==> config.mk <==
export PLATFORM = sky130hd
export DESIGN_NAME = ordered_unique_value_list
export DESIGN_NICKNAME = d
export VERILOG_FILES = /design/src/ouvl_pkg.sv /design/src/ordered_unique_value_list.sv /design/src/ouvl_ctrl.sv /design/src/ouvl_datapath.sv
export SDC_FILE = /design/constraint.sdc
export NUM_CORES = 1
export LEC_CHECK = 0
export ABC_AREA = 1
export BUFFER_PORTS_ARGS = -buffer_cell sky130_fd_sc_hd__buf_2
export CORE_UTILIZATION = 40
export DETAILED_ROUTE_END_ITERATION = 6
export PLACE_DENSITY = 0.63
export REMOVE_ABC_BUFFERS = 1
export SLEW_MARGIN = 20
export SYNTH_ARGS = -nofsm -noshare
export SYNTH_HDL_FRONTEND = slang
export SYNTH_SLANG_ARGS = --single-unit
==> constraint.sdc <==
create_clock -name i_clk -period 7.84 [get_ports i_clk]
set_input_delay 0.784 -clock i_clk [delete_from_list [all_inputs] [get_ports i_clk]]
set_output_delay 0.784 -clock i_clk [all_outputs]
set_load 0.02 [all_outputs]
==> src/ouvl_pkg.sv <==
// Shared types and constants for the ordered unique value list.
// Holds the transfer payload structs, status codes, controller states and
// the command and status groups between the controller and the datapath.
package ouvl_pkg;

    localparam int CMD_W = 2;
    localparam int VAL_W = 32;
    localparam int ST_W  = 3;
    localparam int POS_W = 4;
    localparam int CNT_W = 5;

    localparam logic [CMD_W-1:0] CMD_PUSH   = 2'd0;
    localparam logic [CMD_W-1:0] CMD_REMOVE = 2'd1;

    typedef enum logic [ST_W-1:0] {
        ST_PUSHED     = 3'd0,
        ST_DUPLICATE  = 3'd1,
        ST_FULL       = 3'd2,
        ST_REMOVED    = 3'd3,
        ST_NOT_FOUND  = 3'd4,
        ST_EMPTY      = 3'd5,
        ST_CLEAR_ZERO = 3'd6
    } t_status;

    typedef struct packed {
        logic [CMD_W-1:0]        command;
        logic signed [VAL_W-1:0] value;
    } t_in_item;

    typedef struct packed {
        t_status          status;
        logic [POS_W-1:0] position;
        logic [CNT_W-1:0] entry_count;
    } t_out_item;

    typedef enum logic [1:0] {
        S_IDLE,
        S_SEARCH,
        S_SHIFT,
        S_DONE
    } t_ctl_state;

    // Commands from the controller to the datapath.
    typedef struct packed {
        logic load;
        logic search;
        logic shift;
        logic emit;
    } t_dp_cmd;

    // Status from the datapath to the controller.
    typedef struct packed {
        logic imm;
        logic go_shift;
        logic search_end;
        logic shift_done;
        logic out_free;
    } t_dp_stat;

endpackage

==> src/ordered_unique_value_list.sv <==
// Ordered unique value list: keeps up to DEPTH distinct nonzero values in
// insertion order. Push appends a value unless it is zero, already present,
// or the list is full; remove finds a value and shifts later entries down;
// clear (command with the high bit set) empties the list.
// Channels: the input channel moves one command per transfer (i_valid,
// o_stall, i_in); the output channel moves one result per command (o_valid,
// i_stall, o_out) with a status, the position involved and the new count.
// Steps per command, from the input transfer through the output load: a
// clear, a zero value, a push to a full list, a remove from an empty list and
// a push into an empty list go straight to the output load. A search first
// primes the read port, then compares one entry per cycle until a match or
// the last entry; after a removal the block closes the gap one entry per
// cycle. The next command is taken the cycle after the load.
// One command is worked on at a time. The output register lets the next
// command be taken while a result waits; if the receiver keeps stalling, the
// block finishes that command and then holds it, stalling its input.
// Reset empties the list and the output register; no clearing pass is needed.
module ordered_unique_value_list
    import ouvl_pkg::*;
#(
    parameter int DEPTH = 16
) (
    input  logic      i_clk,
    input  logic      i_rst_n,
    input  logic      i_valid,
    output logic      o_stall,
    input  t_in_item  i_in,
    output logic      o_valid,
    input  logic      i_stall,
    output t_out_item o_out
);

    t_dp_cmd  dp_cmd;
    t_dp_stat dp_stat;

    // The controller sequences each command: accept, scan, close the gap,
    // then hand the result to the output register when it is free.
    ouvl_ctrl u_ctrl (
        .i_clk   (i_clk),
        .i_rst_n (i_rst_n),
        .i_valid (i_valid),
        .i_stat  (dp_stat),
        .o_cmd   (dp_cmd),
        .o_stall (o_stall)
    );

    // The datapath holds the entries, the count and the registered result.
    ouvl_datapath #(
        .DEPTH (DEPTH)
    ) u_datapath (
        .i_clk   (i_clk),
        .i_rst_n (i_rst_n),
        .i_in    (i_in),
        .i_stall (i_stall),
        .i_cmd   (dp_cmd),
        .o_stat  (dp_stat),
        .o_valid (o_valid),
        .o_out   (o_out)
    );

endmodule

==> src/ouvl_ctrl.sv <==
// Controller state machine of the ordered unique value list.
// Depends on ouvl_pkg for the state enum and the command and status structs.
module ouvl_ctrl
    import ouvl_pkg::*;
(
    input  logic     i_clk,
    input  logic     i_rst_n,
    input  logic     i_valid,
    input  t_dp_stat i_stat,
    output t_dp_cmd  o_cmd,
    output logic     o_stall
);

    t_ctl_state r_state;
    t_ctl_state n_state;

    always_ff @(posedge i_clk) begin
        if (!i_rst_n) begin
            r_state <= S_IDLE;
        end else begin
            r_state <= n_state;
        end
    end

    always_comb begin
        n_state = r_state;
        case (r_state)
            S_IDLE: begin
                if (i_valid) begin
                    n_state = i_stat.imm ? S_DONE : S_SEARCH;
                end
            end
            S_SEARCH: begin
                if (i_stat.go_shift) begin
                    n_state = S_SHIFT;
                end else if (i_stat.search_end) begin
                    n_state = S_DONE;
                end
            end
            S_SHIFT: begin
                if (i_stat.shift_done) begin
                    n_state = S_DONE;
                end
            end
            S_DONE: begin
                if (i_stat.out_free) begin
                    n_state = S_IDLE;
                end
            end
            default: begin
                n_state = S_IDLE;
            end
        endcase
    end

    always_comb begin
        o_cmd        = '0;
        o_stall      = 1'b1;
        case (r_state)
            S_IDLE: begin
                o_stall    = 1'b0;
                o_cmd.load = i_valid;
            end
            S_SEARCH: begin
                o_cmd.search = 1'b1;
            end
            S_SHIFT: begin
                o_cmd.shift = 1'b1;
            end
            S_DONE: begin
                o_cmd.emit = i_stat.out_free;
            end
            default: begin
                o_stall = 1'b1;
            end
        endcase
    end

    // A finished result that cannot leave yet keeps the controller waiting.
    a_done_holds: assert property (@(posedge i_clk) disable iff (!i_rst_n)
        (r_state == S_DONE) && !i_stat.out_free |=> (r_state == S_DONE))
        else $error("controller left DONE while the output register was busy");

    // Every emitted result returns the controller to idle.
    a_emit_idle: assert property (@(posedge i_clk) disable iff (!i_rst_n)
        o_cmd.emit |=> (r_state == S_IDLE))
        else $error("controller did not return to idle after a result");

endmodule

==> src/ouvl_datapath.sv <==
// Datapath of the ordered unique value list: entry memory, scan counter,
// compare, count and output register. Depends on ouvl_pkg.
module ouvl_datapath
    import ouvl_pkg::*;
#(
    parameter int DEPTH = 16
) (
    input  logic      i_clk,
    input  logic      i_rst_n,
    input  t_in_item  i_in,
    input  logic      i_stall,
    input  t_dp_cmd   i_cmd,
    output t_dp_stat  o_stat,
    output logic      o_valid,
    output t_out_item o_out
);

    localparam int IW = $clog2(DEPTH);
    localparam int CW = $clog2(DEPTH + 1);

    logic [VAL_W-1:0] r_mem [DEPTH];
    logic [VAL_W-1:0] r_rd_data;

    logic [VAL_W-1:0] r_value,    n_value;
    logic             r_push,     n_push;
    logic [IW-1:0]    r_scan,     n_scan;
    logic [IW-1:0]    r_data_pos, n_data_pos;
    logic             r_data_vld, n_data_vld;
    logic [CW-1:0]    r_count,    n_count;
    t_status          r_res_status, n_res_status;
    logic [IW-1:0]    r_res_pos,  n_res_pos;
    logic             r_out_vld,  n_out_vld;
    t_out_item        r_out,      n_out;

    logic             in_clear;
    logic             in_zero;
    logic             in_push;
    logic             full;
    logic             empty;
    logic [CW-1:0]    pos_plus1;
    logic             last;
    logic             hit;
    logic             miss_done;
    logic [IW-1:0]    scan_next;
    logic             wr_en;
    logic [IW-1:0]    wr_addr;
    logic [VAL_W-1:0] wr_data;

    assign in_clear  = i_in.command[1];
    assign in_zero   = (i_in.value == '0);
    assign in_push   = (i_in.command == CMD_PUSH);
    assign full      = (r_count == CW'(DEPTH));
    assign empty     = (r_count == '0);
    assign pos_plus1 = CW'(r_data_pos) + CW'(1);
    assign last      = (pos_plus1 == r_count);
    assign hit       = r_data_vld && (r_rd_data == r_value);
    assign miss_done = r_data_vld && !hit && last;
    // The read address walks up to the last valid entry and then holds there.
    assign scan_next = ((CW'(r_scan) + CW'(1)) < r_count) ? (r_scan + IW'(1)) : r_scan;

    always_comb begin
        o_stat.imm        = in_clear || in_zero || empty || (in_push && full);
        o_stat.go_shift   = hit && !r_push && !last;
        o_stat.search_end = hit || miss_done;
        o_stat.shift_done = r_data_vld && last;
        o_stat.out_free   = !r_out_vld || !i_stall;
    end

    // Single write port: first push into an empty list, append after a miss,
    // or one step of closing the gap after a removal.
    always_comb begin
        wr_en   = 1'b0;
        wr_addr = '0;
        wr_data = r_rd_data;
        if (i_cmd.load && in_push && !in_clear && !in_zero && empty) begin
            wr_en   = 1'b1;
            wr_data = i_in.value;
        end else if (i_cmd.search && miss_done && r_push) begin
            wr_en   = 1'b1;
            wr_addr = IW'(r_count);
            wr_data = r_value;
        end else if (i_cmd.shift && r_data_vld) begin
            wr_en   = 1'b1;
            wr_addr = r_data_pos - IW'(1);
        end
    end

    always_ff @(posedge i_clk) begin
        if (wr_en) begin
            r_mem[wr_addr] <= wr_data;
        end
        r_rd_data <= r_mem[r_scan];
    end

    always_comb begin
        n_value      = r_value;
        n_push       = r_push;
        n_scan       = r_scan;
        n_data_pos   = r_data_pos;
        n_data_vld   = r_data_vld;
        n_count      = r_count;
        n_res_status = r_res_status;
        n_res_pos    = r_res_pos;
        if (i_cmd.load) begin
            n_value      = i_in.value;
            n_push       = in_push;
            n_scan       = '0;
            n_data_vld   = 1'b0;
            n_res_pos    = '0;
            n_res_status = ST_CLEAR_ZERO;
            if (in_clear) begin
                n_count = '0;
            end else if (in_zero) begin
                n_res_status = ST_CLEAR_ZERO;
            end else if (in_push) begin
                if (full) begin
                    n_res_status = ST_FULL;
                end else if (empty) begin
                    n_res_status = ST_PUSHED;
                    n_count      = CW'(1);
                end
            end else if (empty) begin
                n_res_status = ST_EMPTY;
            end
        end else if (i_cmd.search) begin
            if (hit) begin
                n_res_pos = r_data_pos;
                if (r_push) begin
                    n_res_status = ST_DUPLICATE;
                end else begin
                    n_res_status = ST_REMOVED;
                    if (last) begin
                        n_count = r_count - CW'(1);
                    end else begin
                        n_scan     = r_data_pos + IW'(1);
                        n_data_vld = 1'b0;
                    end
                end
            end else if (miss_done) begin
                if (r_push) begin
                    n_res_status = ST_PUSHED;
                    n_res_pos    = IW'(r_count);
                    n_count      = r_count + CW'(1);
                end else begin
                    n_res_status = ST_NOT_FOUND;
                end
            end else begin
                n_data_vld = 1'b1;
                n_data_pos = r_scan;
                n_scan     = scan_next;
            end
        end else if (i_cmd.shift) begin
            if (r_data_vld && last) begin
                n_count = r_count - CW'(1);
            end else begin
                n_data_vld = 1'b1;
                n_data_pos = r_scan;
                n_scan     = scan_next;
            end
        end
    end

    always_comb begin
        n_out_vld = r_out_vld;
        n_out     = r_out;
        if (i_cmd.emit) begin
            n_out_vld         = 1'b1;
            n_out.status      = r_res_status;
            n_out.position    = POS_W'(r_res_pos);
            n_out.entry_count = CNT_W'(r_count);
        end else if (!i_stall) begin
            n_out_vld = 1'b0;
        end
    end

    always_ff @(posedge i_clk) begin
        if (!i_rst_n) begin
            r_count    <= '0;
            r_data_vld <= 1'b0;
            r_out_vld  <= 1'b0;
        end else begin
            r_count    <= n_count;
            r_data_vld <= n_data_vld;
            r_out_vld  <= n_out_vld;
        end
    end

    always_ff @(posedge i_clk) begin
        r_value      <= n_value;
        r_push       <= n_push;
        r_scan       <= n_scan;
        r_data_pos   <= n_data_pos;
        r_res_status <= n_res_status;
        r_res_pos    <= n_res_pos;
        r_out        <= n_out;
    end

    assign o_valid = r_out_vld;
    assign o_out   = r_out;

    a_count_range: assert property (@(posedge i_clk) disable iff (!i_rst_n)
        r_count <= CW'(DEPTH))
        else $error("entry count exceeds the list depth");

    // Only entries below the count are ever compared or moved.
    a_pos_valid: assert property (@(posedge i_clk) disable iff (!i_rst_n)
        r_data_vld && (i_cmd.search || i_cmd.shift) |-> (CW'(r_data_pos) < r_count))
        else $error("scan reached an entry beyond the count");

    a_emit_loads: assert property (@(posedge i_clk) disable iff (!i_rst_n)
        i_cmd.emit |=> r_out_vld)
        else $error("emitted result did not reach the output register");

endmodule
==> impl_metrics.yaml, run 1 <==
setup_path:
  start_kind: "register"
  path_class: "register to register"
  slowest_stage: "nor2_4"
  r2r_slack_ns: 3.45
  crit_chain: "inv_1 -> ha_1 -> inv_1 -> nand2_1 -> nand2_1 -> nand3_1 -> nor2_2 -> nand2_2 -> nor2_4 -> nand2_2 -> nor2_4 -> buf_4 -> nand2_2 -> nand3_2 -> nand2_2 -> nor2_4 -> buf_4"
  crit_fanout: 57
  cp_num_buf_inv: 4
  cpMostUsedCell: "nand2_2"
  critPathCaptureType: "register"
  reg2reg_to: "u_datapath.r_mem[0][15]$_DFFE_PP_"
  worstPathArrival_ns: 4.63
  crit_family: "simple AND/OR/NAND/NOR gates"
  max_stage_delay_ns: 0.64
  r2r_start: "u_datapath.r_data_pos[0]$_DFFE_PP_"
  required_ns: 8.09
  rr_worst_depth: 17
cts:
  cts_sinks: 613
  ctsHoldBuffers: 0
  cts.clk_slew.worst_paths_ns: 0.06
  worst_skew_pair.late_latency_ns: 0.61
  root_buffer: "clkbuf_16"
  cts_inserted_buffers: 66
  cts_resized: 0
  cts_setup_buffers: 0
  htreeDepth: 3
  clock_path_buffers: 3
  cts_tree: "built"
route:
  highest_layer: "met4"
  drt-total-wl_um: 62700
  wl_met2_um: 29000
  vias_per_cell: 5.46
  wl_met3_um: 3980
  first_iter_violations: 1557
  final_antenna_net_count: 0
  drtPass1Iterations: 5
  num_vias: 16400
  wl_per_cell_um: 20.9
  drcViolationCount: 0
  wl_met1_um: 28100
place:
  place_ws_ns: 3.40
  place_area_um2: 26900
  hpwl_um: 35300
  io_buffers: 51
  finalWeightedCongestion: 0.879
sta:
  hold_viol_final: 0
  setup_viol: 0
  max_freq_mhz: 228
  fin_skew_ns: 0.0319
  worst_slack_ns: 3.45
  min_period_ns: 4.39
  slew_violations: 0
  grt_setup_unrepaired: "no"
  tightest_slew_ns: 1.15
  max_slew_margin: 0.231
  fin_crit_sh: 0.559
hold_path:
  min_from: "i_in[19]"
  hold_path_depth: 1
  hp-class: "input pin to register"
  min_delay_worst_endpoint: "u_datapath.r_value[19]$_DFFE_PP_"
synthesis:
  yosys.area.top_type: "edfxtp_1"
  synth.most_common_cell: "edfxtp_1"
  synthFlopType: "edfxtp_1"
  synthCells: 2072
  ys_types: 40
  ys_seq_elements: 613
  yosys-top-cells-count: "edfxtp_1, nand2_1, nor2_1"
  yosysSeqAreaShare: 0.699
  synthArstFlopShare: 0
  synthTopCellsByArea: "edfxtp_1, mux2i_1, nand2_1"
  yosysWarnings: 0
  synth_top_area_share: 0.660
  synth_enable_flop_cells: 564
  syn-cell-area_um2: 25600
  syn_avg_cell_area_um2: 12.4
status:
  outcome: "finished clean"
grt:
  antenna_found_initial: 0
  grt_max_degree: 83
  track_usage: 0.195
  overflow: 0
  grt_pass1_wl_um: 95500
  grt_pass1_vias: 16100
die:
  io_pins: 52
  initial_core_util: 0.406
  die-area_um2: 65100
  rows: 92
  die_x_um: 255
  die_h_um: 255
  core_area_um2: 63200
power:
  powerDensity_nw_per_um2: 357
  p_leak_uw: 0.0101
  power_frac_seq: 0.449
  p_int_uw: 6920
  irDropWorstVdd_uv: 150
  fin_total_pwr_uw: 10400
  power_frac_clock: 0.292
  swShare: 0.334
  switching_power_uw: 3470
  p_comb_frac: 0.259
final_layout:
  drive_gt1_frac: 0.111
  num_antenna_cells: 0
  syn_to_final_growth_pct: 13.4
  finish.instance_area_um2: 29100
  final_net_count: 2160
run:
  cap_violations: 0
worst max path at each step:
stage                                        from  slack [ns]                                  to  cells past startpoint
6_report       u_datapath.r_data_pos[0]$_DFFE_PP_        3.45   u_datapath.r_mem[0][15]$_DFFE_PP_                     17
5_1_grt        u_datapath.r_data_pos[0]$_DFFE_PP_        3.18   u_datapath.r_mem[2][14]$_DFFE_PP_                     17
4_1_cts        u_datapath.r_data_pos[0]$_DFFE_PP_        3.41   u_datapath.r_mem[8][18]$_DFFE_PP_                     16
3_5_place_dp                              i_in[5]        3.40    u_datapath.r_mem[8][6]$_DFFE_PP_                     12
3_3_place_gp                              i_in[5]        3.52  u_datapath.r_mem[13][11]$_DFFE_PP_                     12
2_1_floorplan   u_datapath.r_scan[0]$_SDFFE_PP0P_       -4.27   u_datapath.r_scan[1]$_SDFFE_PP0P_                     12
flip-flops by register name (all words and copies together) (netlist names):
signal,count
u_datapath.r_value,32
u_datapath.o_out,12
u_datapath.r_push,1
u_datapath.r_rd_data,32
u_datapath.r_res_status,3
u_datapath.r_res_pos,4
u_ctrl.r_state,2
u_datapath.o_valid,1
u_datapath.r_data_vld,1
u_datapath.r_mem,512
u_datapath.r_data_pos,4
u_datapath.r_count,5
u_datapath.r_scan,4
cells in the final DEF (no fill, tap or decap), drive strengths merged, types with 2 or more instances in the layout:
cell	n
clkinvlp	3
o32ai	15
clkbuf	91
buf	82
o22ai	3
o221ai	110
xor2	10
nand4	11
xnor2	6
o211ai	39
nand2	299
nor2	276
a21oi	20
dfxtp	49
nor3	5
nand3b	3
o21ai	176
inv	151
ha	15
bufinv	2
a31oi	5
mux2i	110
clkinv	21
edfxtp	564
nand3	88
cells by family after synthesis:
group | after synthesis | share of synthesized area
adders and majority gates | 15 | 0.00732
xor gates and xnor gates | 16 | 0.00546
DFF | 613 | 0.699
AOI/OAI and AO/OA | 371 | 0.0952
buffers and inverters | 262 | 0.0412
muxes | 110 | 0.0429
and+or+nand+nor | 685 | 0.109
metrics by stage:
step	hold WS [ns]	instances	setup TNS [ns]	utilization
4_1_cts	0.335	3005	0	0.459
5_1_grt	0.354	3006	0	0.460
2_1_floorplan	0.400	1957	-140.67	-
6_report	0.368	3006	0	0.460
3_5_place_dp	0.433	2884	0	0.425
3_3_place_gp	0.421	2881	0	0.424
routing by layer:
layer | vias up | track usage
met5 | - | 0
met4 | 0 | 0.0715
met3 | 98 | 0.0307
met2 | 566 | 0.306
met1 | 8133 | 0.275
li1 | 7603 | -
power by group through the flow:
| stage | combinational [uW] | clock (uW) | sequential (uW) |
|---|---|---|---|
| after floorplan | 1790 | 0 | 4770 |
| after global placement | 2580 | 0 | 4720 |
| after detailed placement | 2650 | 0 | 4730 |
| after CTS | 2670 | 3090 | 4670 |
| after global routing | 2980 | 3210 | 4700 |
| final | 2690 | 3040 | 4670 |
area by class of cell:
type                    count  area, um^2
clock buffers              91        1880
clock inverters            30         250
fillers                  5536       34100
inverters                 147         554
multi-input cells        1197        6840
flip-flops and latches    613       17900
well taps                 846        1060
repair buffers             82         561
Power figures use the tool's default switching activity.
==> run 2: changes to the inputs <==
- clock period: 7.84 -> 4.55 ns (I/O delays scaled with it)
==> run 2 against run 1 <==
Hold slack got worse by 0.34 ns. Non-clock buffer count increased by 10. Clock power increased by 75%. Flip-flop and latch count unchanged. Register-to-register slack got worse by 2.5 ns. Maximum frequency increased by 21%. Die area unchanged. Largest power group unchanged. Highest routed layer is now met5.
==> impl_metrics.yaml, run 2 (synthesized netlist as in run 1, its figures left out) <==
route:
  drcViolationCount: 0
  drtPass1Iterations: 7
  drt-total-wl_um: 65400
  final_antenna_net_count: 0
  first_iter_violations: 1686
  vias_per_cell: 5.51
  num_vias: 16600
  wl_per_cell_um: 21.7
final_layout:
  final_common_cell: "edfxtp_1"
  finish.instance_area_um2: 29300
  regMostFlops: "u_datapath.r_mem"
  drive_gt1_frac: 0.117
  largestRegisters: "u_datapath.r_mem x512, u_datapath.r_rd_data x32, u_datapath.r_value x32"
  layout_common_cells: "edfxtp_1, nand2_1, nor2_1, o21ai_0, inv_1"
  fin_util: 0.463
  final_net_count: 2171
  largest_reg_flops: 512
  syn_to_final_growth_pct: 14.1
  num_antenna_cells: 0
setup_path:
  rr_worst_depth: 17
  cp-startpoint: "u_datapath.r_data_pos[0]$_DFFE_PP_"
  cpMostUsedCell: "nand2_1"
  critPathCaptureType: "register"
  max_stage_delay_ns: 0.49
  required_ns: 4.84
  reg2reg_to: "u_datapath.r_mem[6][6]$_DFFE_PP_"
  crit_fanout: 23
  r2r_slack_ns: 0.93
  r2r_start: "u_datapath.r_data_pos[0]$_DFFE_PP_"
  crit_chain: "inv_1 -> ha_1 -> inv_1 -> nand2_1 -> nand2_1 -> nand3_1 -> nor2_2 -> nand2_2 -> nor2_4 -> nand4_2 -> buf_4 -> nand2_1 -> nand3_1 -> inv_1 -> nand2_1 -> nor2_4 -> buf_12"
  cp_num_buf_inv: 5
  worstPathArrival_ns: 3.91
  start_kind: "register"
  slowest_stage: "edfxtp_1"
  path_class: "register to register"
  crit_family: "simple AND/OR/NAND/NOR gates"
hold_path:
  hold_path_depth: 1
  min_from: "i_in[8]"
  min_delay_worst_endpoint: "u_datapath.r_value[8]$_DFFE_PP_"
  hp-class: "input pin to register"
cts:
  cts_tree: "built"
  cts.clk_slew.worst_paths_ns: 0.06
  cts_inserted_buffers: 67
  cts_resized: 0
  cts_setup_buffers: 0
  cts_sinks: 613
  root_buffer: "clkbuf_16"
  clock_path_buffers: 3
  htreeDepth: 3
  worst_skew_pair.late_latency_ns: 0.62
die:
  io_pins: 52
  die-area_um2: 65100
  rows: 92
  core_area_um2: 63200
  die_h_um: 255
  initial_core_util: 0.406
  die_x_um: 255
sta:
  max_freq_mhz: 276
  tightest_slew_ns: 1.18
  grt_setup_unrepaired: "no"
  min_period_ns: 3.62
  max_slew_margin: 0.211
  setup_viol: 0
  fin_skew_ns: 0.0258
  hold_viol_final: 0
  holdWs_ns: 0.0236
  fin_crit_sh: 0.796
  slew_violations: 0
power:
  fin_total_pwr_uw: 18000
  powerDensity_nw_per_um2: 615
  irDropWorstVdd_uv: 370
  p_leak_uw: 0.0102
status:
  outcome: "finished clean"
grt:
  overflow: 0
  grt_pass1_vias: 15900
  grt_pass1_wl_um: 98700
  grt_max_degree: 258
  track_usage: 0.204
  antenna_found_initial: 2
place:
  io_buffers: 51
  finalWeightedCongestion: 0.879
  place_area_um2: 27000
  hpwl_um: 35300
run:
  cap_violations: 0
==> run 2: worst max-delay path by stage <==
stage,to,cells after the start
2_1_floorplan,u_datapath.r_scan[1]$_SDFFE_PP0P_,12
3_3_place_gp,u_datapath.r_mem[13][3]$_DFFE_PP_,14
3_5_place_dp,u_datapath.r_mem[13][3]$_DFFE_PP_,11
4_1_cts,u_datapath.r_mem[5][2]$_DFFE_PP_,14
5_1_grt,u_datapath.r_mem[5][14]$_DFFE_PP_,17
6_report,u_datapath.r_mem[6][6]$_DFFE_PP_,17
==> run 2: where the power goes <==
group | internal, uW | switching [uW]
clock | 3020 | 2300
sequential | 7540 | 456
combinational | 1360 | 3310
total | 11900 | 6070
==> run 2: repair_timing <==
item | 4_1_cts | 5_1_grt
endpoints found under the hold margin | 3 | 0
endpoints found under the setup margin | 0 | 0
hold buffers | 3 | 0
==> run 2: per-layer routing <==
layer  GRT usage  routed length, um
met1       0.289              28700
met4      0.0628               1650
met5           0                 20
met2       0.314              29800
met3      0.0408               5260
==> run 2: per-stage QoR <==
stage               setup slack [ns]  TNS [ns]  instances
floorplan                      -7.56   -812.74       1957
global placement               0.841         0       2892
detailed placement             0.782         0       2892
CTS                            0.852         0       3019
global route                   0.625         0       3019
finish                         0.929         0       3019
==> run 2: layout make-up <==
| class | instances | area [um^2] |
|---|---|---|
| sequential | 613 | 17900 |
| clock inverter | 37 | 368 |
| clock buffer | 87 | 1800 |
| timing repair buffer | 92 | 696 |
| inverter | 147 | 554 |
| tap | 846 | 1060 |
| fill | 5553 | 33900 |
| multi-input combinational | 1197 | 6850 |
